===== src/rtl/pcs_pkg.sv =====
`timescale 1ns / 1ps
`default_nettype none
// ---------------------------------------------------------------------------
// pcs_pkg - shared types and constants of the PC power sequencer
// Transfer payloads, control flag and pin drive encodings, register indexes,
// event codes and register reset values.
// ---------------------------------------------------------------------------
package pcs_pkg;

  localparam int unsigned CountWidthDef = 16;
  localparam int unsigned RegWidth      = 16;
  localparam int unsigned NumFlags      = 14;
  localparam int unsigned NumPins       = 5;

  typedef logic [NumFlags-1:0] pcs_flags_t;
  typedef logic [NumPins-1:0]  pcs_pins_t;
  typedef logic [RegWidth-1:0] pcs_reg_t;

  // control flag bits
  localparam pcs_flags_t F_OPEN_READY     = 14'h0001;
  localparam pcs_flags_t F_CLOSE_READY    = 14'h0002;
  localparam pcs_flags_t F_OPEN_ARM       = 14'h0004;
  localparam pcs_flags_t F_HOLD_ARM       = 14'h0008;
  localparam pcs_flags_t F_CLOSE_ARM      = 14'h0010;
  localparam pcs_flags_t F_HOLD_ENOUGH    = 14'h0020;
  localparam pcs_flags_t F_CLOSING        = 14'h0040;
  localparam pcs_flags_t F_OPENING        = 14'h0080;
  localparam pcs_flags_t F_FORCE          = 14'h0100;
  localparam pcs_flags_t F_OVER_TIME      = 14'h0200;
  localparam pcs_flags_t F_KEY_DONE       = 14'h0400;
  localparam pcs_flags_t F_CLOSE_KEY_DONE = 14'h0800;
  localparam pcs_flags_t F_SETTLING       = 14'h1000;
  localparam pcs_flags_t F_SETTLE_ARM     = 14'h2000;
  localparam pcs_flags_t FLAGS_IDLE =
      F_OPEN_READY | F_OPEN_ARM | F_HOLD_ARM | F_CLOSE_ARM | F_SETTLE_ARM;

  // pin drive bits
  localparam pcs_pins_t P_EN_LOW = 5'h01;
  localparam pcs_pins_t P_KEY_OD = 5'h02;
  localparam pcs_pins_t P_BOARD  = 5'h04;
  localparam pcs_pins_t P_BATT   = 5'h08;
  localparam pcs_pins_t P_EDGE   = 5'h10;

  typedef enum logic [1:0] {
    SHUT_NONE    = 2'd0,
    SHUT_PRE_OFF = 2'd1,
    SHUT_LOCKOUT = 2'd2,
    SHUT_SPARE   = 2'd3
  } pcs_stage_t;

  typedef enum logic [2:0] {
    LOG_NONE      = 3'd0,
    LOG_POWER_REQ = 3'd1,
    LOG_OPENED    = 3'd2,
    LOG_CLOSE_REQ = 3'd3,
    LOG_CLOSE_DONE = 3'd4,
    LOG_PC_OFF    = 3'd5,
    LOG_FORCED    = 3'd6
  } pcs_log_t;

  typedef enum logic [2:0] {
    REG_SETTLE      = 3'd0,
    REG_OPEN_PULSE  = 3'd1,
    REG_HOLD        = 3'd2,
    REG_CLOSE_PULSE = 3'd3,
    REG_FORCE_OFF   = 3'd4,
    REG_PRE_OFF     = 3'd5,
    REG_LOCKOUT     = 3'd6,
    REG_UNUSED      = 3'd7
  } pcs_reg_idx_t;

  localparam pcs_reg_t SETTLE_RST      = 16'd200;
  localparam pcs_reg_t OPEN_PULSE_RST  = 16'd500;
  localparam pcs_reg_t HOLD_RST        = 16'd2000;
  localparam pcs_reg_t CLOSE_PULSE_RST = 16'd500;
  localparam pcs_reg_t FORCE_OFF_RST   = 16'd40000;
  localparam pcs_reg_t PRE_OFF_RST     = 16'd1000;
  localparam pcs_reg_t LOCKOUT_RST     = 16'd500;

  typedef struct packed {
    pcs_reg_t settle_ticks;
    pcs_reg_t open_pulse_ticks;
    pcs_reg_t hold_ticks;
    pcs_reg_t close_pulse_ticks;
    pcs_reg_t force_off_ticks;
    pcs_reg_t pre_off_ticks;
    pcs_reg_t lockout_ticks;
  } pcs_cfg_t;

  // fixed-width control state carried between the registers and the step logic
  typedef struct packed {
    pcs_flags_t  flags;
    pcs_stage_t  stage;
    logic [15:0] boots;
    pcs_pins_t   pins;
  } pcs_ctrl_t;

  typedef struct packed {
    logic key_level;
    logic pc_off_level;
  } pcs_in_t;

  typedef struct packed {
    logic        enable_pulled_low;
    logic        key_open_drain;
    logic        board_power_on;
    logic        battery_on;
    logic        edge_irq_enable;
    logic [2:0]  log_code;
    logic [15:0] boot_count;
  } pcs_out_t;

endpackage
`default_nettype wire


===== src/rtl/pcs_step.sv =====
`timescale 1ns / 1ps
`default_nettype none
// ---------------------------------------------------------------------------
// pcs_step - next-state logic for one millisecond tick
// Given the current sequencer state, the register file and one sampled input,
// produces the state after the tick and the event code of that tick.
// ---------------------------------------------------------------------------
module pcs_step #(
  parameter int unsigned COUNT_WIDTH = pcs_pkg::CountWidthDef
) (
  input  pcs_pkg::pcs_cfg_t      cfg,
  input  pcs_pkg::pcs_in_t       din,
  input  pcs_pkg::pcs_ctrl_t     ctrl_cur,
  input  logic [COUNT_WIDTH-1:0] settle_cur,
  input  logic [COUNT_WIDTH-1:0] open_cur,
  input  logic [COUNT_WIDTH-1:0] hold_cur,
  input  logic [COUNT_WIDTH-1:0] close_cur,
  input  logic [COUNT_WIDTH-1:0] force_cur,
  input  logic [COUNT_WIDTH-1:0] shut_cur,
  output pcs_pkg::pcs_ctrl_t     ctrl_nxt,
  output logic [COUNT_WIDTH-1:0] settle_nxt,
  output logic [COUNT_WIDTH-1:0] open_nxt,
  output logic [COUNT_WIDTH-1:0] hold_nxt,
  output logic [COUNT_WIDTH-1:0] close_nxt,
  output logic [COUNT_WIDTH-1:0] force_nxt,
  output logic [COUNT_WIDTH-1:0] shut_nxt,
  output pcs_pkg::pcs_log_t      log_nxt
);
  import pcs_pkg::*;

  localparam int unsigned CmpWidth = (COUNT_WIDTH > RegWidth) ? COUNT_WIDTH : RegWidth;

  typedef logic [COUNT_WIDTH-1:0] cnt_t;

  // saturating increment
  function automatic cnt_t bump(input cnt_t c);
    return (c == {COUNT_WIDTH{1'b1}}) ? c : c + cnt_t'(1);
  endfunction

  function automatic logic reached(input cnt_t c, input pcs_reg_t lim);
    return CmpWidth'(c) >= CmpWidth'(lim);
  endfunction

  pcs_flags_t f;
  pcs_pins_t  p;
  pcs_stage_t st;
  logic [15:0] bt;
  cnt_t       c_set, c_opn, c_hld, c_cls, c_frc, c_sh;
  pcs_log_t   lg;
  logic       adv;
  logic       key, pc_off;

  always_comb begin
    f      = ctrl_cur.flags;
    p      = ctrl_cur.pins;
    st     = ctrl_cur.stage;
    bt     = ctrl_cur.boots;
    c_set  = settle_cur;
    c_opn  = open_cur;
    c_hld  = hold_cur;
    c_cls  = close_cur;
    c_frc  = force_cur;
    c_sh   = shut_cur;
    lg     = LOG_NONE;
    adv    = 1'b0;
    key    = din.key_level;
    pc_off = din.pc_off_level;

    if (st != SHUT_NONE) begin
      // inputs are ignored while shutting down
      c_sh = bump(c_sh);
      adv  = 1'b1;
    end else begin
      if ((f & F_OPEN_READY) != '0) begin
        p = p | P_EDGE;
        if (key && ((f & F_KEY_DONE) == '0)) begin
          p = (p & ~P_KEY_OD) | P_BOARD | P_BATT;
          f = f | F_SETTLING | F_KEY_DONE;
        end
        if ((f & F_SETTLING) != '0) begin
          if ((f & F_SETTLE_ARM) != '0) begin
            lg    = LOG_POWER_REQ;
            c_set = '0;
            f     = f & ~F_SETTLE_ARM;
          end else begin
            c_set = bump(c_set);
          end
          if (reached(c_set, cfg.settle_ticks)) begin
            p = (p | P_KEY_OD) & ~P_EN_LOW;
            f = (f & ~F_SETTLING) | F_OPENING;
          end
        end
        if ((f & F_OPENING) != '0) begin
          p = p | P_EN_LOW;
          if ((f & F_OPEN_ARM) != '0) begin
            c_opn = '0;
            f     = f & ~F_OPEN_ARM;
          end else begin
            c_opn = bump(c_opn);
          end
          if (reached(c_opn, cfg.open_pulse_ticks)) begin
            bt = bt + 16'd1;
            p  = p & ~P_EN_LOW;
            f  = (f & ~(F_OPENING | F_OPEN_READY)) | F_OPEN_ARM | F_CLOSE_READY;
            lg = LOG_OPENED;
          end
        end
      end

      if ((f & F_CLOSE_READY) != '0) begin
        if ((f & F_FORCE) != '0) begin
          c_frc = bump(c_frc);
        end
        if (pc_off) begin
          p    = p & ~P_EDGE;
          lg   = LOG_PC_OFF;
          st   = SHUT_PRE_OFF;
          c_sh = '0;
          adv  = 1'b1;
        end else begin
          if (key && ((f & F_HOLD_ENOUGH) == '0)) begin
            if ((f & F_HOLD_ARM) != '0) begin
              c_hld = '0;
              f     = f & ~F_HOLD_ARM;
            end else begin
              c_hld = bump(c_hld);
            end
            if (reached(c_hld, cfg.hold_ticks)) begin
              f = f | F_HOLD_ARM | F_OVER_TIME;
            end
          end else if (!key) begin
            f = (f | F_HOLD_ARM) & ~F_HOLD_ENOUGH;
          end
          // long press released: request close
          if (((f & F_OVER_TIME) != '0) && !key && ((f & F_CLOSE_KEY_DONE) == '0)) begin
            f     = f | F_HOLD_ENOUGH | F_CLOSING | F_FORCE | F_CLOSE_KEY_DONE;
            c_frc = '0;
            p     = p & ~P_EDGE;
            lg    = LOG_CLOSE_REQ;
          end
          if ((f & F_CLOSING) != '0) begin
            p = p | P_EN_LOW;
            if ((f & F_CLOSE_ARM) != '0) begin
              c_cls = '0;
              f     = f & ~F_CLOSE_ARM;
            end else begin
              c_cls = bump(c_cls);
            end
            if (reached(c_cls, cfg.close_pulse_ticks)) begin
              p  = p & ~P_EN_LOW;
              f  = (f & ~F_CLOSING) | F_CLOSE_ARM;
              lg = LOG_CLOSE_DONE;
            end
          end
          if (((f & F_FORCE) != '0) && reached(c_frc, cfg.force_off_ticks)) begin
            lg   = LOG_FORCED;
            st   = SHUT_PRE_OFF;
            c_sh = '0;
            adv  = 1'b1;
          end
        end
      end
    end

    if (adv) begin
      if ((st == SHUT_PRE_OFF) && reached(c_sh, cfg.pre_off_ticks)) begin
        p    = p & ~(P_KEY_OD | P_BOARD | P_BATT);
        st   = SHUT_LOCKOUT;
        c_sh = '0;
      end
      if ((st == SHUT_LOCKOUT) && reached(c_sh, cfg.lockout_ticks)) begin
        f  = FLAGS_IDLE;
        st = SHUT_NONE;
      end
      if (st == SHUT_SPARE) begin
        f  = FLAGS_IDLE;
        st = SHUT_NONE;
      end
    end
  end

  assign ctrl_nxt.flags = f;
  assign ctrl_nxt.stage = st;
  assign ctrl_nxt.boots = bt;
  assign ctrl_nxt.pins  = p;
  assign settle_nxt     = c_set;
  assign open_nxt       = c_opn;
  assign hold_nxt       = c_hld;
  assign close_nxt      = c_cls;
  assign force_nxt      = c_frc;
  assign shut_nxt       = c_sh;
  assign log_nxt        = lg;

endmodule
`default_nettype wire


===== src/rtl/pc_power_on_off_sequencer.sv =====
`timescale 1ns / 1ps
`default_nettype none
// ---------------------------------------------------------------------------
// pc_power_on_off_sequencer - key driven PC power on/off sequencer
// One input transfer is one millisecond tick; each tick yields one result
// carrying pin drive levels, the tick's event code and the boot count.
//
//   channel  direction  handshake             payload
//   in_      input      in_valid / in_ready   pcs_in_t  (key, pc-off pins)
//   out_     output     out_valid / out_ready pcs_out_t (pins, event, boots)
//   cfg_     input      cfg_valid / cfg_ready cfg_index (3b), cfg_data (16b)
//
// One tick per clock unless a held result stalls it: state is updated at the
// input transfer, the result appears in the output register on the next cycle.
// in_ready stays high while the output register is empty or being drained,
// so a stalled consumer holds at most one result.
// Synchronous active-low reset restores idle state and register defaults.
// cfg_ready is always high; indexes beyond the last register are dropped.
// ---------------------------------------------------------------------------
module pc_power_on_off_sequencer #(
  parameter int unsigned COUNT_WIDTH = pcs_pkg::CountWidthDef
) (
  input  logic              clk,
  input  logic              rst_n,
  input  logic              in_valid,
  output logic              in_ready,
  input  pcs_pkg::pcs_in_t  in_data,
  output logic              out_valid,
  input  logic              out_ready,
  output pcs_pkg::pcs_out_t out_data,
  input  logic              cfg_valid,
  output logic              cfg_ready,
  input  logic [2:0]        cfg_index,
  input  logic [15:0]       cfg_data
);
  import pcs_pkg::*;

  typedef logic [COUNT_WIDTH-1:0] cnt_t;

  pcs_cfg_t  cfg_r, cfg_nxt;
  pcs_ctrl_t ctrl_r, ctrl_nxt;
  cnt_t      settle_r, open_r, hold_r, close_r, force_r, shut_r;
  cnt_t      settle_nxt, open_nxt, hold_nxt, close_nxt, force_nxt, shut_nxt;
  pcs_log_t  log_nxt;
  logic      out_valid_r, out_valid_nxt;
  pcs_out_t  out_data_r, out_data_nxt;
  logic      in_fire;

  assign in_ready  = !out_valid_r || out_ready;
  assign in_fire   = in_valid && in_ready;
  assign cfg_ready = 1'b1;

  always_comb begin
    cfg_nxt = cfg_r;
    if (cfg_valid) begin
      unique case (pcs_reg_idx_t'(cfg_index))
        REG_SETTLE:      cfg_nxt.settle_ticks      = cfg_data;
        REG_OPEN_PULSE:  cfg_nxt.open_pulse_ticks  = cfg_data;
        REG_HOLD:        cfg_nxt.hold_ticks        = cfg_data;
        REG_CLOSE_PULSE: cfg_nxt.close_pulse_ticks = cfg_data;
        REG_FORCE_OFF:   cfg_nxt.force_off_ticks   = cfg_data;
        REG_PRE_OFF:     cfg_nxt.pre_off_ticks     = cfg_data;
        REG_LOCKOUT:     cfg_nxt.lockout_ticks     = cfg_data;
        default:         cfg_nxt = cfg_r;
      endcase
    end
  end

  pcs_step #(
    .COUNT_WIDTH(COUNT_WIDTH)
  ) u_step (
    .cfg        (cfg_r),
    .din        (in_data),
    .ctrl_cur   (ctrl_r),
    .settle_cur (settle_r),
    .open_cur   (open_r),
    .hold_cur   (hold_r),
    .close_cur  (close_r),
    .force_cur  (force_r),
    .shut_cur   (shut_r),
    .ctrl_nxt   (ctrl_nxt),
    .settle_nxt (settle_nxt),
    .open_nxt   (open_nxt),
    .hold_nxt   (hold_nxt),
    .close_nxt  (close_nxt),
    .force_nxt  (force_nxt),
    .shut_nxt   (shut_nxt),
    .log_nxt    (log_nxt)
  );

  always_comb begin
    out_data_nxt.enable_pulled_low = (ctrl_nxt.pins & P_EN_LOW) != '0;
    out_data_nxt.key_open_drain    = (ctrl_nxt.pins & P_KEY_OD) != '0;
    out_data_nxt.board_power_on    = (ctrl_nxt.pins & P_BOARD) != '0;
    out_data_nxt.battery_on        = (ctrl_nxt.pins & P_BATT) != '0;
    out_data_nxt.edge_irq_enable   = (ctrl_nxt.pins & P_EDGE) != '0;
    out_data_nxt.log_code          = log_nxt;
    out_data_nxt.boot_count        = ctrl_nxt.boots;
  end

  always_comb begin
    if (in_fire) begin
      out_valid_nxt = 1'b1;
    end else if (out_ready) begin
      out_valid_nxt = 1'b0;
    end else begin
      out_valid_nxt = out_valid_r;
    end
  end

  always_ff @(posedge clk) begin
    if (!rst_n) begin
      cfg_r.settle_ticks      <= SETTLE_RST;
      cfg_r.open_pulse_ticks  <= OPEN_PULSE_RST;
      cfg_r.hold_ticks        <= HOLD_RST;
      cfg_r.close_pulse_ticks <= CLOSE_PULSE_RST;
      cfg_r.force_off_ticks   <= FORCE_OFF_RST;
      cfg_r.pre_off_ticks     <= PRE_OFF_RST;
      cfg_r.lockout_ticks     <= LOCKOUT_RST;
      ctrl_r.flags            <= FLAGS_IDLE;
      ctrl_r.stage            <= SHUT_NONE;
      ctrl_r.boots            <= '0;
      ctrl_r.pins             <= '0;
      settle_r                <= '0;
      open_r                  <= '0;
      hold_r                  <= '0;
      close_r                 <= '0;
      force_r                 <= '0;
      shut_r                  <= '0;
      out_valid_r             <= 1'b0;
    end else begin
      cfg_r       <= cfg_nxt;
      out_valid_r <= out_valid_nxt;
      if (in_fire) begin
        ctrl_r   <= ctrl_nxt;
        settle_r <= settle_nxt;
        open_r   <= open_nxt;
        hold_r   <= hold_nxt;
        close_r  <= close_nxt;
        force_r  <= force_nxt;
        shut_r   <= shut_nxt;
      end
    end
  end

  // result payload, no reset needed
  always_ff @(posedge clk) begin
    if (in_fire) begin
      out_data_r <= out_data_nxt;
    end
  end

  assign out_valid = out_valid_r;
  assign out_data  = out_data_r;

endmodule
`default_nettype wire


===== config.mk =====
export PLATFORM = sky130hd
export DESIGN_NAME = pc_power_on_off_sequencer
export DESIGN_NICKNAME = d
export VERILOG_FILES = /design/src/rtl/pcs_pkg.sv /design/src/rtl/pcs_step.sv /design/src/rtl/pc_power_on_off_sequencer.sv
export SDC_FILE = /design/constraint.sdc
export NUM_CORES = 1
export LEC_CHECK = 0
export BUFFER_PORTS_ARGS = -buffer_cell sky130_fd_sc_hd__buf_4
export CORE_MARGIN = 2
export CORE_UTILIZATION = 55
export CTS_CLUSTER_DIAMETER = 120
export CTS_CLUSTER_SIZE = 30
export DETAILED_ROUTE_END_ITERATION = 16
export GPL_TIMING_DRIVEN = 0
export PLACE_DENSITY = 0.75
export SLEW_MARGIN = 20
export SYNTH_ARGS = -nofsm -noshare
export SYNTH_HDL_FRONTEND = slang
export SYNTH_SLANG_ARGS = --single-unit
export TNS_END_PERCENT = 5

===== constraint.sdc =====
create_clock -name clk -period 8.2 [get_ports clk]
set_clock_uncertainty 0.2 [all_clocks]
set_input_delay 2.05 -clock clk [delete_from_list [all_inputs] [get_ports clk]]
set_output_delay 2.05 -clock clk [all_outputs]
set_load 0.03 [all_outputs]

==> results of run 1 <==
[power by group]
| group | internal, mW | switching, mW |
|---|---|---|
| clock network | 0.293 | 0.424 |
| logic | 0.0578 | 0.140 |
| registers | 1.35 | 0.00927 |
| total | 1.70 | 0.573 |
[repair_timing]
action / in CTS / in global routing
pin swaps: 9 / 21
gates cloned: 1 / 0
resized for setup: 34 / 48
endpoints found under the setup margin: 15 / 15
buffers inserted: 11 / 11
[worst reg2reg max path: cells and delay by family, from the launching register on]
family / cells / cell delay (ns)
DFF: 1 / 0.33
and+or+nand+nor: 13 / 2.26
buffers and inverters: 7 / 1.07
AOI/OAI and AO/OA: 16 / 2.93
adders and majority gates: 3 / 0.80
xor gates and xnor gates: 1 / 0.19
[sequential cells by signal (all words and copies together), names as in the netlist]
name,count
open_r,16
force_r,16
out_data,24
cfg_r,112
out_valid,1
settle_r,16
shut_r,16
ctrl_r,37
hold_r,16
close_r,16
[cell usage after synthesis (all sizes together) (13+ instances only)]
master / number / area share
a21o: 20 / 0.0095
a21oi: 193 / 0.061
a22o: 13 / 0.0072
a31oi: 16 / 0.0091
and2: 24 / 0.0095
and3: 28 / 0.011
and4: 14 / 0.0078
buf: 26 / 0.0089
clkbuf: 68 / 0.016
dfxtp: 246 / 0.31
edfxtp: 24 / 0.046
ha: 119 / 0.094
inv: 132 / 0.031
mux2i: 40 / 0.025
nand2: 322 / 0.076
nand2b: 24 / 0.010
nand3: 59 / 0.019
nand4: 27 / 0.012
nor2: 199 / 0.047
nor3: 48 / 0.015
o211ai: 46 / 0.022
o21a: 16 / 0.0076
o21ai: 56 / 0.018
o31ai: 14 / 0.0084
or3: 19 / 0.0075
or4: 13 / 0.0062
xnor2: 23 / 0.013
xor2: 47 / 0.026
[layout by cell type (no fill, tap or decap), types with 11 or more instances in the layout]
cell type	Yosys	final
a21o_1	20	20
a21oi_1	193	186
a22o_1	13	13
and2_1	24	24
and3_1	28	27
and4_1	14	13
buf_2	16	11
buf_4	2	68
clkbuf_1	68	67
clkbuf_16	0	13
dfxtp_1	246	243
edfxtp_1	24	24
ha_1	119	118
inv_1	132	132
mux2i_1	40	40
nand2_1	322	319
nand2b_1	23	23
nand3_1	59	56
nand4_1	26	26
nor2_1	199	196
nor3_1	48	41
o211ai_1	46	46
o21a_1	16	16
o21ai_0	50	45
o31ai_1	12	12
or3_1	19	19
or4_1	13	13
xnor2_1	23	23
xor2_1	47	47
[final cells by class]
cell class	instances	area, um^2	share of cell area
timing repair buffer	72	592	0.0337
inverter	133	499	0.0285
sequential	270	5650	0.322
tap	384	480	0.0274
multi-input combinational	1491	9550	0.545
clock buffer	16	337	0.0192
antenna	2	5.00	0.000285
buffer	91	420	0.0240
[through the flow]
stage | setup TNS [ns] | total power, mW | setup WS (ns) | instance area, um^2
detailed placement | -22.23 | 1.58 | -1.71 | 16700
global placement | -21.61 | 1.57 | -1.67 | 16700
finish | 0 | 2.28 | 0.275 | 17500
global route | 0 | 2.35 | 0.00413 | 17500
floorplan | 0 | 1.50 | 0.191 | 15800
CTS | 0 | 2.28 | 0.00711 | 17300
[metal layers]
metal  share of wire  GRT usage  up-vias
li1                -          -     7100
met1            0.43      0.383     6703
met2            0.45      0.463      516
met3           0.072     0.0404      112
met4           0.046      0.122        0
met5               0          0        -
[final timing paths]
kind | cells after the start | slack (ns) | to
worst max-delay path | 34 | 0.27 | ctrl_r[31]
worst min-delay path | 2 | 0.26 | cfg_r[34]
worst max register to register | 40 | 0.37 | ctrl_r[31]
worst min register to register | 2 | 0.26 | cfg_r[34]
[cell families (layout without fill, tap and decap cells)]
logic type / after synthesis / count (layout) / synth area share
adders and majority gates: 119 / 119 / 0.0942
buffers and inverters: 227 / 312 / 0.0566
muxes: 47 / 47 / 0.0303
other: 1 / 3 / 0.000237
DFF: 270 / 270 / 0.357
xor gates and xnor gates: 70 / 70 / 0.0388
and+or+nand+nor: 815 / 815 / 0.240
AOI/OAI and AO/OA: 439 / 439 / 0.183
==> impl_results.md, run 1 <==
- CTS tree: done
- Die area: roughly 30000 um^2
- Vias per cell: about 5.9
- Cell row count: between 60 and 70
- Final nets: between 2k and 2.5k
- Crit start category: input pin
- Die width: 174 um
- Detailed Route WL: around 44 mm
- Max Cap Viol: 0
- CTS Sinks: 270
- Finished Layout Cells: between 2k and 2.5k
- Synth warnings: 0
- First-pass GRT wire length: ~70 mm
- Synth Cell Area: roughly 16000 um^2
- Vias in the first global route: roughly 13k
- Primary FF master, synth: dfxtp_1
- Worst IR Drop VDD: between 100 and 150 uV
- Power Dens Cells: approximately 130 nW/um^2
- Top delay family on crit path: compound AO/OA/AOI/OAI gates
- CTS Buffer Depth: 3
- CP required: between 8 and 9 ns
- Crit Path Category: input pin to register
- Worst path bufs/invs: 6
- I/O Buffers: 48
- Clk root buf: clkbuf_16
- Worst slew pin tran: between 1 and 1.5 ns
- Post-synth net total: around 2.1k
- Wire length per cell: roughly 18 um
- Final hold slack: about 0.26 ns
- Flops & latches, synth: between 200 and 300
- Register area share after synthesis: 0.357
- Initial antenna violation count: 2
- CTS Buf Count: 12
- Post-route ant nets: 0
- Worst-path fanout max: 17
- Status: completed
- RD Place Congestion: ~0.96
- Vert. Die Dim: between 150 and 200 um
- DR pass1 iterations: 5
- Largest stage delay, worst path: about 0.44 ns
- Share of layout cells above drive strength 1: 0.0892
- Total gr overflow: 0
- Core area: roughly 28000 um^2
- Final hold vios: 0
- GRT Util Overall: 0.286
- DP Wirelength: 32.7 mm
- Post-CTS Hold Fix Bufs: 0
- # H-tree levels: 1
- Fmax: approximately 0.13 GHz
- Unrepaired setup endpoints after global routing: false
- Slew Limit Headroom: 0.332
- Filler cells: roughly 2.6k
- DRC: 0
- Iteration-0 DRC Markers: 1134
- P_leak: about 6.7 nW
- Number of synthesized flops with an enable pin: 24
- Worst EP arrival: roughly 8.2 ns
- I/O pins: 53
- FF-to-FF Start: force_r[3]
- CP startpoint: in_data[1]
- Layout area overhead: 10.9%
- Ys async rst share: 0
- Largest net degree at the start of global routing: 32
- Clk_lat worst skew: slightly above 0.5 ns
- Cell count after synthesis: 1988
- Final slew viol count: 0
- Final critical-path share of the clock period: 0.966
- Util after Layout: 0.616
- Worst Hold Class: register to register
- # setup viols final: 0
- Post-Syn Area per Cell: 7.95 um^2
- Number of cells after detailed placement: about 2.4k
- Crit-path slowest cell: or3b_4
- Reg clk slew, reported paths: between 0.1 and 0.15 ns
- Via count: between 10k and 15k
- Crit end category: register
- Period minus WS final: roughly 7.9 ns
- Library cells used by synthesis: a little under 80
- Starting density of the core: 0.555
- Min-delay src: cfg_r[34]
(Power assumes the default switching activity.)
==> run 2, diff against run 1 <==
- BUFFER_PORTS_ARGS: -buffer_cell sky130_fd_sc_hd__buf_4 -> -buffer_cell sky130_fd_sc_hd__buf_2
- MAX_ROUTING_LAYER: unset -> met4
- PLACE_DENSITY: 0.75 -> 0.72
- clock period: 8.2 -> 9.5 ns (I/O delays scaled with it)
==> run 2 against run 1 <==
Effect of this change: via count down 1.7%; critical path type unchanged; first-iteration DRC count decreased by 4.5%; wire length is 2.9% lower; combinational power down 21%; global-route usage grew 0.056 points; clock power fell by 13%; largest cell class unchanged; power is 14% lower; register-to-register slack better by 0.19 ns; non-clock buffer count is 15 lower; highest routed layer unchanged.
==> impl_results.md, run 2 (synthesis gave the netlist of run 1 again) <==
- Status: completed (unchanged)
- Post-CTS Hold Fix Bufs: 0 (unchanged)
- Slew Limit Headroom: 0.329 (was 0.332)
- Power Dens Cells: 115 nW/um^2 (was 130 nW/um^2)
- Final hold slack: 0.263 ns (was 0.262 ns)
- Commonest non-fill, non-tap cells in the layout: nand2_1, dfxtp_1, nor2_1 (unchanged)
- CP required: 9.68 ns (was 8.44 ns)
- Iteration-0 DRC Markers: 1083 (was 1134)
- Met3 usage: 0.0338 (was 0.0404)
- Number of flip-flops under the largest register name: 112 (unchanged)
- Vert. Die Dim: 174 um (unchanged)
- DP Wirelength: 32.2 mm (was 32.7 mm)
- Finished Layout Cells: 2446 (was 2459)
- Total gr overflow: 0 (unchanged)
- Starting density of the core: 0.555 (unchanged)
- I/O pins: 53 (unchanged)
- Final critical-path share of the clock period: 0.959
- Final WS setup: 0.389 ns (was 0.275 ns)
- # setup viols final: 0 (unchanged)
- # H-tree levels: 1 (unchanged)
- Final nets: 2201 (was 2216)
- I/O Buffers: 48 (unchanged)
- Cell row count: 62 (unchanged)
- DRC: 0 (unchanged)
- Clk root buf: clkbuf_16 (unchanged)
- Worst slew pin tran: 1.01 ns (was 1.00 ns)
- Final hold vios: 0 (unchanged)
- CTS Sinks: 270 (unchanged)
- Vias per cell: 5.80 (was 5.87)
- Crit end category: register (unchanged)
- Post-route ant nets: 0 (unchanged)
- Util after Layout: 0.598 (was 0.616)
- Largest net degree at the start of global routing: 32 (unchanged)
- M1 GR Usage: 0.383 (about the same)
- Crit start category: input pin (unchanged)
- Final Total Pwr: 1.96 mW (was 2.28 mW)
- Crit Path Category: input pin to register (unchanged)
- GR met2 Demand/Resource: 0.457 (was 0.463)
- Worst EP arrival: 9.29 ns (was 8.16 ns)
- Fmax: ~0.11 GHz
- Vias in the first global route: 13.0k (was 13.3k)
- Number of cells after detailed placement: 2421 (unchanged)
- Worst IR Drop VDD: 89.9 uV (was 111 uV)
- DR pass1 iterations: 5 (unchanged)
- Via count: 14.2k (was 14.4k)
- Crit-path slowest cell: or3b_2 (was or3b_4)
- CTS Buf Count: 12 (unchanged)
- Reg clk slew, reported paths: 0.11 ns (about the same)
- Die area: 30100 um^2 (unchanged)
- Core area: 28500 um^2 (unchanged)
- Initial antenna violation count: 4 (was 2)
- Period minus WS final: about 9.1 ns
- Wire length per cell: 17.5 um (was 17.9 um)
- Top Usage Layer GRT: met2 (unchanged)
- Detailed Route WL: 42.8 mm (was 44.1 mm)
- Worst Hold Class: register to register (unchanged)
- Top reg by flops: cfg_r (unchanged)
- Die width: 174 um (unchanged)
- Worst-path fanout max: 10 (was 17)
- CTS Buffer Depth: 3 (unchanged)
- Final slew viol count: 0 (unchanged)
- Share of layout cells above drive strength 1: 0.0651 (was 0.0892)
- Max Cap Viol: 0 (unchanged)
- P_leak: 6.56 nW (was 6.73 nW)
- Clk_lat worst skew: 0.51 ns (about the same)
- Layout area overhead: 7.69% (was 10.9%)
- Largest stage delay, worst path: 0.46 ns (was 0.44 ns)
- First-pass GRT wire length: 68.1 mm (was 69.6 mm)
- Leading cell type in the layout, fill and taps excluded: nand2_1 (unchanged)
- DP Worst Slack: -1.04 ns (was -1.71 ns)
- Unrepaired setup endpoints after global routing: false (unchanged)
- CTS tree: done (unchanged)
- RD Place Congestion: 0.969 (was 0.962)
- GRT Util Overall: 0.286 (about the same)
[run 2: worst max-delay path, delay by kind of cell]
kind / cells / cell delay [ns]
AO/OA/AOI/OAI: 14 / 2.79
adder cells (fa/ha/maj): 3 / 0.92
buffers and inverters: 6 / 1.15
AND/OR/NAND/NOR: 11 / 2.00
[run 2: area by class of cell]
| type | count | area (um^2) |
|---|---|---|
| inverters | 133 | 499 |
| clock buffers | 16 | 337 |
| fillers | 2640 | 11400 |
| diodes | 4 | 10.0 |
| plain buffers | 94 | 408 |
| multi-input cells | 1491 | 9340 |
| flip-flops and latches | 270 | 5650 |
| well taps | 384 | 480 |
| repair buffers | 54 | 305 |
[run 2: repair_timing]
item,CTS,global route
pin swaps,0,3
cloned,0,0
gates resized for setup,3,14
setup endpoints to repair,13,14
buffers inserted,0,5
[run 2: path summary, 6_finish.rpt]
path                    start         end  slack [ns]  cells past startpoint
hold / removal     cfg_r[111]  cfg_r[111]        0.26                      2
hold reg to reg    cfg_r[111]  cfg_r[111]        0.26                      2
setup reg to reg  settle_r[4]  ctrl_r[26]        0.56                     35
setup / recovery   in_data[1]  ctrl_r[26]        0.39                     34
[run 2: power breakdown]
| group | switching (mW) | total, mW | internal, mW |
|---|---|---|---|
| Combinational | 0.117 | 0.157 | 0.0409 |
| Sequential | 0.00775 | 1.18 | 1.17 |
| Clock | 0.369 | 0.622 | 0.253 |
[run 2: routing by layer]
layer	up-vias	part of all wire	wire length (um)
li1	7065	-	-
met1	6622	0.46	19500
met2	413	0.45	19100
met3	85	0.064	2760
met4	0	0.034	1460
met5	-	0	0
[run 2: through the flow]
stage | cell area, um^2 | TNS [ns]
floorplan | 15800 | 0
global placement | 16500 | -10.75
detailed placement | 16600 | -11.62
CTS | 16900 | 0
global route | 17000 | 0
finish | 17000 | 0
